### src/design/mfp_pkg.sv
// shared types, constants and the crc-8 step function for the motor feedback frame parser
// no dependencies
package mfp_pkg;

  localparam int unsigned DataBytes = 9;
  localparam int unsigned IdxW      = 4;
  localparam logic [7:0]  CrcPoly   = 8'h8C;

  typedef enum logic [1:0] {
    ST_OK    = 2'd0,
    ST_CRC   = 2'd1,
    ST_FRAME = 2'd2
  } status_t;

  typedef enum logic [1:0] {
    REG_CURRENT_MODE  = 2'd0,
    REG_SPEED_MODE    = 2'd1,
    REG_POSITION_MODE = 2'd2
  } cfg_reg_t;

  typedef logic [DataBytes-1:0][7:0] frame_bytes_t;

  // tracker view handed to the output stage
  typedef struct packed {
    logic            crc_beat;
    logic [7:0]      crc;
    logic [IdxW-1:0] index;
  } trk_stat_t;

  // reflected crc-8, one byte, eight shift steps
  function automatic logic [7:0] crc8_byte(input logic [7:0] crc, input logic [7:0] b);
    logic [7:0] c;
    c = crc ^ b;
    for (int k = 0; k < 8; k++) begin
      if (c[0]) begin
        c = (c >> 1) ^ CrcPoly;
      end else begin
        c = c >> 1;
      end
    end
    return c;
  endfunction

endpackage

### src/design/mfp_frame_track.sv
// frame position counter, running crc and store of frame bytes 0 to 8
// depends on mfp_pkg
module mfp_frame_track (
  input  logic                 clk,
  input  logic                 rst_n,
  input  logic                 beat,
  input  logic [7:0]           rx_byte,
  input  logic                 restart,
  output mfp_pkg::trk_stat_t   stat,
  output mfp_pkg::frame_bytes_t frame
);

  logic [mfp_pkg::IdxW-1:0] byte_index_r, byte_index_nxt;
  logic [7:0]               crc_r, crc_nxt;
  mfp_pkg::frame_bytes_t    store_r;

  logic [mfp_pkg::IdxW-1:0] idx_eff;
  logic [7:0]               crc_eff;
  logic                     data_beat;

  // a restart byte is always frame byte 0
  assign idx_eff   = restart ? '0 : byte_index_r;
  assign crc_eff   = restart ? '0 : crc_r;
  assign data_beat = idx_eff < mfp_pkg::IdxW'(mfp_pkg::DataBytes);

  always_comb begin
    if (data_beat) begin
      byte_index_nxt = idx_eff + 1'b1;
      crc_nxt        = mfp_pkg::crc8_byte(crc_eff, rx_byte);
    end else begin
      byte_index_nxt = '0;
      crc_nxt        = '0;
    end
  end

  always_ff @(posedge clk) begin
    if (!rst_n) begin
      byte_index_r <= '0;
      crc_r        <= '0;
    end else if (beat) begin
      byte_index_r <= byte_index_nxt;
      crc_r        <= crc_nxt;
    end
  end

  always_ff @(posedge clk) begin
    if (beat && data_beat) begin
      store_r[idx_eff] <= rx_byte;
    end
  end

  assign stat.crc_beat = !data_beat;
  assign stat.crc      = crc_r;
  assign stat.index    = byte_index_r;
  assign frame         = store_r;

endmodule

### src/design/mfp_out_stage.sv
// crc and mode checks on the crc byte, field decode and the result register
// depends on mfp_pkg
module mfp_out_stage (
  input  logic                  clk,
  input  logic                  rst_n,
  input  logic                  load,
  input  logic [7:0]            rx_byte,
  input  mfp_pkg::trk_stat_t    stat,
  input  mfp_pkg::frame_bytes_t frame,
  input  logic [7:0]            current_mode_code,
  input  logic [7:0]            speed_mode_code,
  input  logic [7:0]            position_mode_code,
  input  logic                  out_tready,
  output logic                  out_tvalid,
  output logic [87:0]           out_tdata,
  output logic [1:0]            out_tuser
);

  logic             valid_r;
  logic [87:0]      data_r, data_nxt;
  mfp_pkg::status_t status_r, status_nxt;
  logic             mode_ok;

  assign mode_ok = (frame[1] == current_mode_code) || (frame[1] == speed_mode_code) ||
                   (frame[1] == position_mode_code);

  always_comb begin
    if (rx_byte != stat.crc) begin
      status_nxt = mfp_pkg::ST_CRC;
    end else if (!mode_ok) begin
      status_nxt = mfp_pkg::ST_FRAME;
    end else begin
      status_nxt = mfp_pkg::ST_OK;
    end
  end

  // fields from the lowest bit up; all zero on an error result
  always_comb begin
    data_nxt = '0;
    if (status_nxt == mfp_pkg::ST_OK) begin
      data_nxt = {frame[8], frame[7], frame[6], frame[6], frame[7],
                  frame[4], frame[5], frame[2], frame[3], frame[1], frame[0]};
    end
  end

  always_ff @(posedge clk) begin
    if (!rst_n) begin
      valid_r <= 1'b0;
    end else if (load) begin
      valid_r <= 1'b1;
    end else if (out_tready) begin
      valid_r <= 1'b0;
    end
  end

  always_ff @(posedge clk) begin
    if (load) begin
      data_r   <= data_nxt;
      status_r <= status_nxt;
    end
  end

  assign out_tvalid = valid_r;
  assign out_tdata  = data_r;
  assign out_tuser  = status_r;

endmodule

### src/design/motor_feedback_frame_parser.sv
// top level of the motor feedback frame parser: config registers, handshake, checks
// depends on mfp_pkg, mfp_frame_track, mfp_out_stage
//
// Takes one response byte per beat and groups bytes into 10-byte frames; in_tuser high forces
// a byte to be frame byte 0 and drops any partial frame. Bytes 0 to 8 feed a reflected crc-8
// (poly 0x8C, init 0); byte 9 is compared against it and yields one result beat whose
// out_tuser is the status (0 ok, 1 crc mismatch, 2 mode byte matches no configured code) and
// whose fields are all zero unless the status is ok. A byte is taken every cycle but for the
// stall below: the crc step is unrolled between the frame state registers and the result
// register, so byte 9's result is valid in the cycle after it. While a result waits on
// out_tready, data bytes are still accepted; only a byte arriving at frame position 9 (even
// one with restart set) waits for the result register to free up.
module motor_feedback_frame_parser (
  input  logic        clk,
  input  logic        rst_n,
  input  logic        in_tvalid,
  output logic        in_tready,
  input  logic [7:0]  in_tdata,   // [7:0] rx_byte
  input  logic        in_tuser,   // [0] restart
  output logic        out_tvalid,
  input  logic        out_tready,
  // [7:0] motor_id, [15:8] mode_code, [31:16] torque_current, [47:32] motor_speed,
  // [63:48] position_word, [71:64] temperature, [79:72] position_coarse, [87:80] fault_code
  output logic [87:0] out_tdata,
  output logic [1:0]  out_tuser,  // [1:0] status
  input  logic        cfg_we,
  input  logic [1:0]  cfg_index,
  input  logic [7:0]  cfg_wdata
);

  logic [7:0] current_mode_r, speed_mode_r, position_mode_r;
  logic       in_fire;
  logic       load;

  mfp_pkg::trk_stat_t    stat;
  mfp_pkg::frame_bytes_t frame;

  always_ff @(posedge clk) begin
    if (!rst_n) begin
      current_mode_r  <= 8'd1;
      speed_mode_r    <= 8'd2;
      position_mode_r <= 8'd3;
    end else if (cfg_we) begin
      case (mfp_pkg::cfg_reg_t'(cfg_index))
        mfp_pkg::REG_CURRENT_MODE:  current_mode_r  <= cfg_wdata;
        mfp_pkg::REG_SPEED_MODE:    speed_mode_r    <= cfg_wdata;
        mfp_pkg::REG_POSITION_MODE: position_mode_r <= cfg_wdata;
        default: ;
      endcase
    end
  end

  // stall only when the next byte could be a crc byte and the result slot is busy
  assign in_tready = !out_tvalid || out_tready ||
                     (stat.index < mfp_pkg::IdxW'(mfp_pkg::DataBytes));
  assign in_fire   = in_tvalid && in_tready;
  assign load      = in_fire && stat.crc_beat;

  mfp_frame_track u_track (
    .clk     (clk),
    .rst_n   (rst_n),
    .beat    (in_fire),
    .rx_byte (in_tdata),
    .restart (in_tuser),
    .stat    (stat),
    .frame   (frame)
  );

  mfp_out_stage u_out (
    .clk                (clk),
    .rst_n              (rst_n),
    .load               (load),
    .rx_byte            (in_tdata),
    .stat               (stat),
    .frame              (frame),
    .current_mode_code  (current_mode_r),
    .speed_mode_code    (speed_mode_r),
    .position_mode_code (position_mode_r),
    .out_tready         (out_tready),
    .out_tvalid         (out_tvalid),
    .out_tdata          (out_tdata),
    .out_tuser          (out_tuser)
  );

  a_index_range: assert property (@(posedge clk) disable iff (!rst_n)
    stat.index <= mfp_pkg::IdxW'(mfp_pkg::DataBytes))
    else $error("frame index past crc byte");

  a_result_follows: assert property (@(posedge clk) disable iff (!rst_n)
    load |=> out_tvalid)
    else $error("crc byte gave no result");

  a_restart_index: assert property (@(posedge clk) disable iff (!rst_n)
    in_fire && in_tuser |=> stat.index == mfp_pkg::IdxW'(1))
    else $error("restart byte not taken as frame byte 0");

  a_error_zero: assert property (@(posedge clk) disable iff (!rst_n)
    out_tvalid && (out_tuser != mfp_pkg::ST_OK) |-> out_tdata == '0)
    else $error("error result carries field data");

endmodule

### config.mk
export PLATFORM = sky130hd
export DESIGN_NAME = motor_feedback_frame_parser
export DESIGN_NICKNAME = d
export VERILOG_FILES = /design/src/design/mfp_pkg.sv /design/src/design/mfp_frame_track.sv /design/src/design/mfp_out_stage.sv /design/src/design/motor_feedback_frame_parser.sv
export SDC_FILE = /design/constraint.sdc
export NUM_CORES = 1
export LEC_CHECK = 0
export ABC_AREA = 1
export BUFFER_PORTS_ARGS = -buffer_cell sky130_fd_sc_hd__buf_4
export CORE_MARGIN = 3
export CORE_UTILIZATION = 40
export DETAILED_ROUTE_END_ITERATION = 8
export PLACE_DENSITY_LB_ADDON = 0.25
export RECOVER_POWER = 25
export SYNTH_ARGS = -nofsm -noshare
export SYNTH_HDL_FRONTEND = slang
export SYNTH_SLANG_ARGS = --single-unit
export TNS_END_PERCENT = 10
### constraint.sdc
create_clock -name clk -period 4.55 [get_ports clk]
set_input_delay 0.2275 -clock clk [delete_from_list [all_inputs] [get_ports clk]]
set_output_delay 0.2275 -clock clk [all_outputs]
set_load 0.1 [all_outputs]
==> impl_metrics.ini <==
[synth]
yosysSeqAreaShare_pct = 67.46
yosysTopAreaCellShare_pct = 57.71
synthAdderAreaFrac_pct = 0.6588
synth_cell_types = 35
synthesis.nets = 711
synthMuxAreaShare_pct = 0
synthXorXnorAreaFrac_pct = 3.574
synth.cell_area_sq_mm = 0.007597
synth_area_leaders = edfxtp_1, dfxtp_1, nor2_1
ys_ff_latch = 183
ys_warn_count = 0
synth_top_family_by_area = simple AND/OR/NAND/NOR gates
synthSimpleGateAreaFrac_pct = 16.27
synth_top_cell_by_area = edfxtp_1
synth_area_per_cell_sq_um = 11.12
synthCells = 683
synth-compound-area-share_pct = 3.030

[worst_setup_path]
crit_required_ns = 4.59
worst_ep_arrival_time_ns = 3.19
ff2ff_setup_slack_ns = 1.40
crit_fanout = 16
end_kind = flop
cpPeakStageDelay_ns = 0.86
slowest_stage = nor3_1
path_delay_family = simple AND/OR/NAND/NOR gates
path_class = flop to flop
start_kind = flop
path_cells = inv_2, nand3_1, nand3_1, nand2_1, nor2_1, inv_2, nor3_1
critPathBufInv = 2

[placement]
pre_cts_slack_ns = 1.380
place_hpwl_um = 10230
gp_congestion = 0.8462
port_buffers = 115

[clocking]
cts_root_buf = clkbuf_16
cts_resized = 0
ctsHoldBuffers = 0
numCtsBuffers = 17
ctsHtreeMaxLevel = 4
clk_pin_slew_worst_paths_ns = 0.07
clock_sinks = 183
cts_buffer_depth = 2
cts_tree = built
cts_setup_buffers = 0
clock_latency_ns = 0.43

[cells_and_area]
nets = 815
drive_gt1_share_pct = 19.38
diodes = 0
syn2layout_area_growth_pct = 18.08
utilization_pct = 48.94

[timing]
tightest_slew_ns = 1.205
rsz0062_at_grt = no
finalCriticalPeriod_ns = 3.146
finalHoldViolCount = 0
fin_skew_ns = 0.008290
period_share_pct = 69.15
final-max-slew-violation-count = 0
slew_headroom_pct = 19.99
tns_ns = 0
max_freq_ghz = 0.3178
setup_viol = 0
layout_setup_ws_ns = 1.404

[grt]
grt_remaining_overflow = 0
grt_pass1_vias = 4496
grt_antenna_before_repair = 0
grt_usage_pct = 14.94
top_usage_layer = met2
grt_pass1_wl_um = 23430
grtUsageMet1_pct = 18.98
grt_use_met2_pct = 25.01
met3_usage_pct = 3.860
grt_max_degree = 73

[outcome]
status = finished clean

[power_and_ir_drop]
finalPower_uw = 3544
ir_worst_vdd_uv = 276.1
powerDensity_mw_per_mm2 = 395.0
power_leakage_uw = 0.003855

[drt]
dr.pass1.iters = 5
wirelength_um = 15180
drt-vias-per-instance = 4.657
drc = 0
wl_per_cell_um = 14.75
ant_nets = 0
drt_first_iter_violations = 280
vias = 4792

[die]
dieHeight_um = 143.8
start_util_pct = 41.44
die_w_um = 143.8
core_area_sq_mm = 0.01833
die_area_sq_mm = 0.02068
rows = 49
top_level_ports = 116

[min_path]
hp-class = primary input to flop

[job]
max_cap_violations = 0
==> worst paths after layout <==
| path | end | from | depth (start not counted) |
|---|---|---|---|
| min | speed_mode_r[1]$_SDFFE_PN1P_ | cfg_wdata[1] | 3 |
| max reg2reg | u_track.frame[23]$_DFFE_PP_ | u_track.byte_index_r[2]$_SDFFE_PN0P_ | 7 |
| min reg2reg | u_track.byte_index_r[0]$_SDFFE_PN0P_ | u_track.byte_index_r[0]$_SDFFE_PN0P_ | 2 |
| max | u_track.frame[23]$_DFFE_PP_ | u_track.byte_index_r[2]$_SDFFE_PN0P_ | 7 |
==> cell usage in the layout, fill, tap and decap left out, types with 11 or more instances in the layout <==
| cell type | synthesis | final |
|---|---|---|
| clkbuf_1 | 5 | 34 |
| xnor2_1 | 13 | 13 |
| nand2_1 | 91 | 91 |
| edfxtp_1 | 146 | 146 |
| o21ai_0 | 24 | 24 |
| inv_1 | 105 | 105 |
| clkbuf_16 | 0 | 17 |
| nor3_1 | 11 | 11 |
| dfxtp_1 | 37 | 37 |
| nand3_1 | 19 | 19 |
| a21oi_1 | 14 | 14 |
| buf_4 | 17 | 82 |
| nor2_1 | 122 | 121 |
| nand2_2 | 12 | 12 |
| xor2_1 | 13 | 13 |
==> layer usage <==
layer | wire length (um) | part of all wire [%]
met1 | 6928 | 46
met2 | 7186 | 47
met3 | 858 | 5.7
met4 | 209 | 1.4
met5 | 0 | 0
==> state kept, by name (all words and copies together) (netlist names) <==
| name | cells |
|---|---|
| u_out.out_tdata | 72 |
| speed_mode_r | 8 |
| u_track.crc_r | 8 |
| current_mode_r | 8 |
| position_mode_r | 8 |
| u_out.out_tuser | 2 |
| u_track.byte_index_r | 4 |
| u_out.out_tvalid | 1 |
| u_track.frame | 72 |
==> power by group <==
part | leakage [uW] | total (uW) | switching (uW) | internal (uW)
registers | 0.00173 | 1850 | 24.5 | 1820
logic | 0.00184 | 219 | 147 | 72.2
clock network | 0.000286 | 1480 | 652 | 823
==> logic make-up after synthesis <==
family,count (synthesis)
AND/OR/NAND/NOR,283
flip-flops,183
XOR/XNOR,28
adder cells (fa/ha/maj),4
buffers and inverters,143
AO/OA/AOI/OAI,42
==> through the flow <==
| stage | std cells | instance area [sq um] | hold slack [ns] |
|---|---|---|---|
| 6_report | 1029 | 8971 | 0.02032 |
| 5_1_grt | 1029 | 8971 | 0.01942 |
| 4_1_cts | 1029 | 9099 | 0.008484 |
| 3_5_place_dp | 997 | 8506 | 0.4557 |
| 3_3_place_gp | 997 | 8506 | 0.4544 |
| 2_1_floorplan | 683 | 7600 | 0.3264 |
==> cell type report <==
class	instances	area, sq um
Clock inverter	15	167.7
Multi-Input combinational cell	357	1795
Fill cell	1637	9360
Timing Repair Buffer	116	743.2
Inverter	112	427.9
Tap cell	229	286.5
Clock buffer	17	425.4
Sequential cell	183	5125
==> Yosys cell counts <==
cell,instances
nand2_4,3
nor4_1,2
nor2_2,6
or2_1,1
o221ai_2,1
buf_6,8
xor2_1,13
buf_12,1
nand3_2,4
o41ai_1,1
a21oi_2,1
xnor2_2,1
nand3b_1,1
nand2_1,91
inv_8,1
and3_1,1
nand3b_2,1
xnor2_1,13
nand2_2,12
xor2_4,1
a21oi_1,14
nor2_1,122
edfxtp_1,146
dfxtp_1,37
ha_1,4
buf_4,17
clkbuf_1,5
o21ai_0,24
nor3_1,11
inv_2,6
or2_2,4
o21a_1,1
nand3_1,19
nand4_1,5
inv_1,105
==> worst min-delay path, delay by kind of cell <==
family | cells | cell delay (ns)
AND/OR/NAND/NOR | 2 | 0.10
buffers and inverters | 1 | 0.09
No activity file was read; power rests on OpenSTA's default activity.
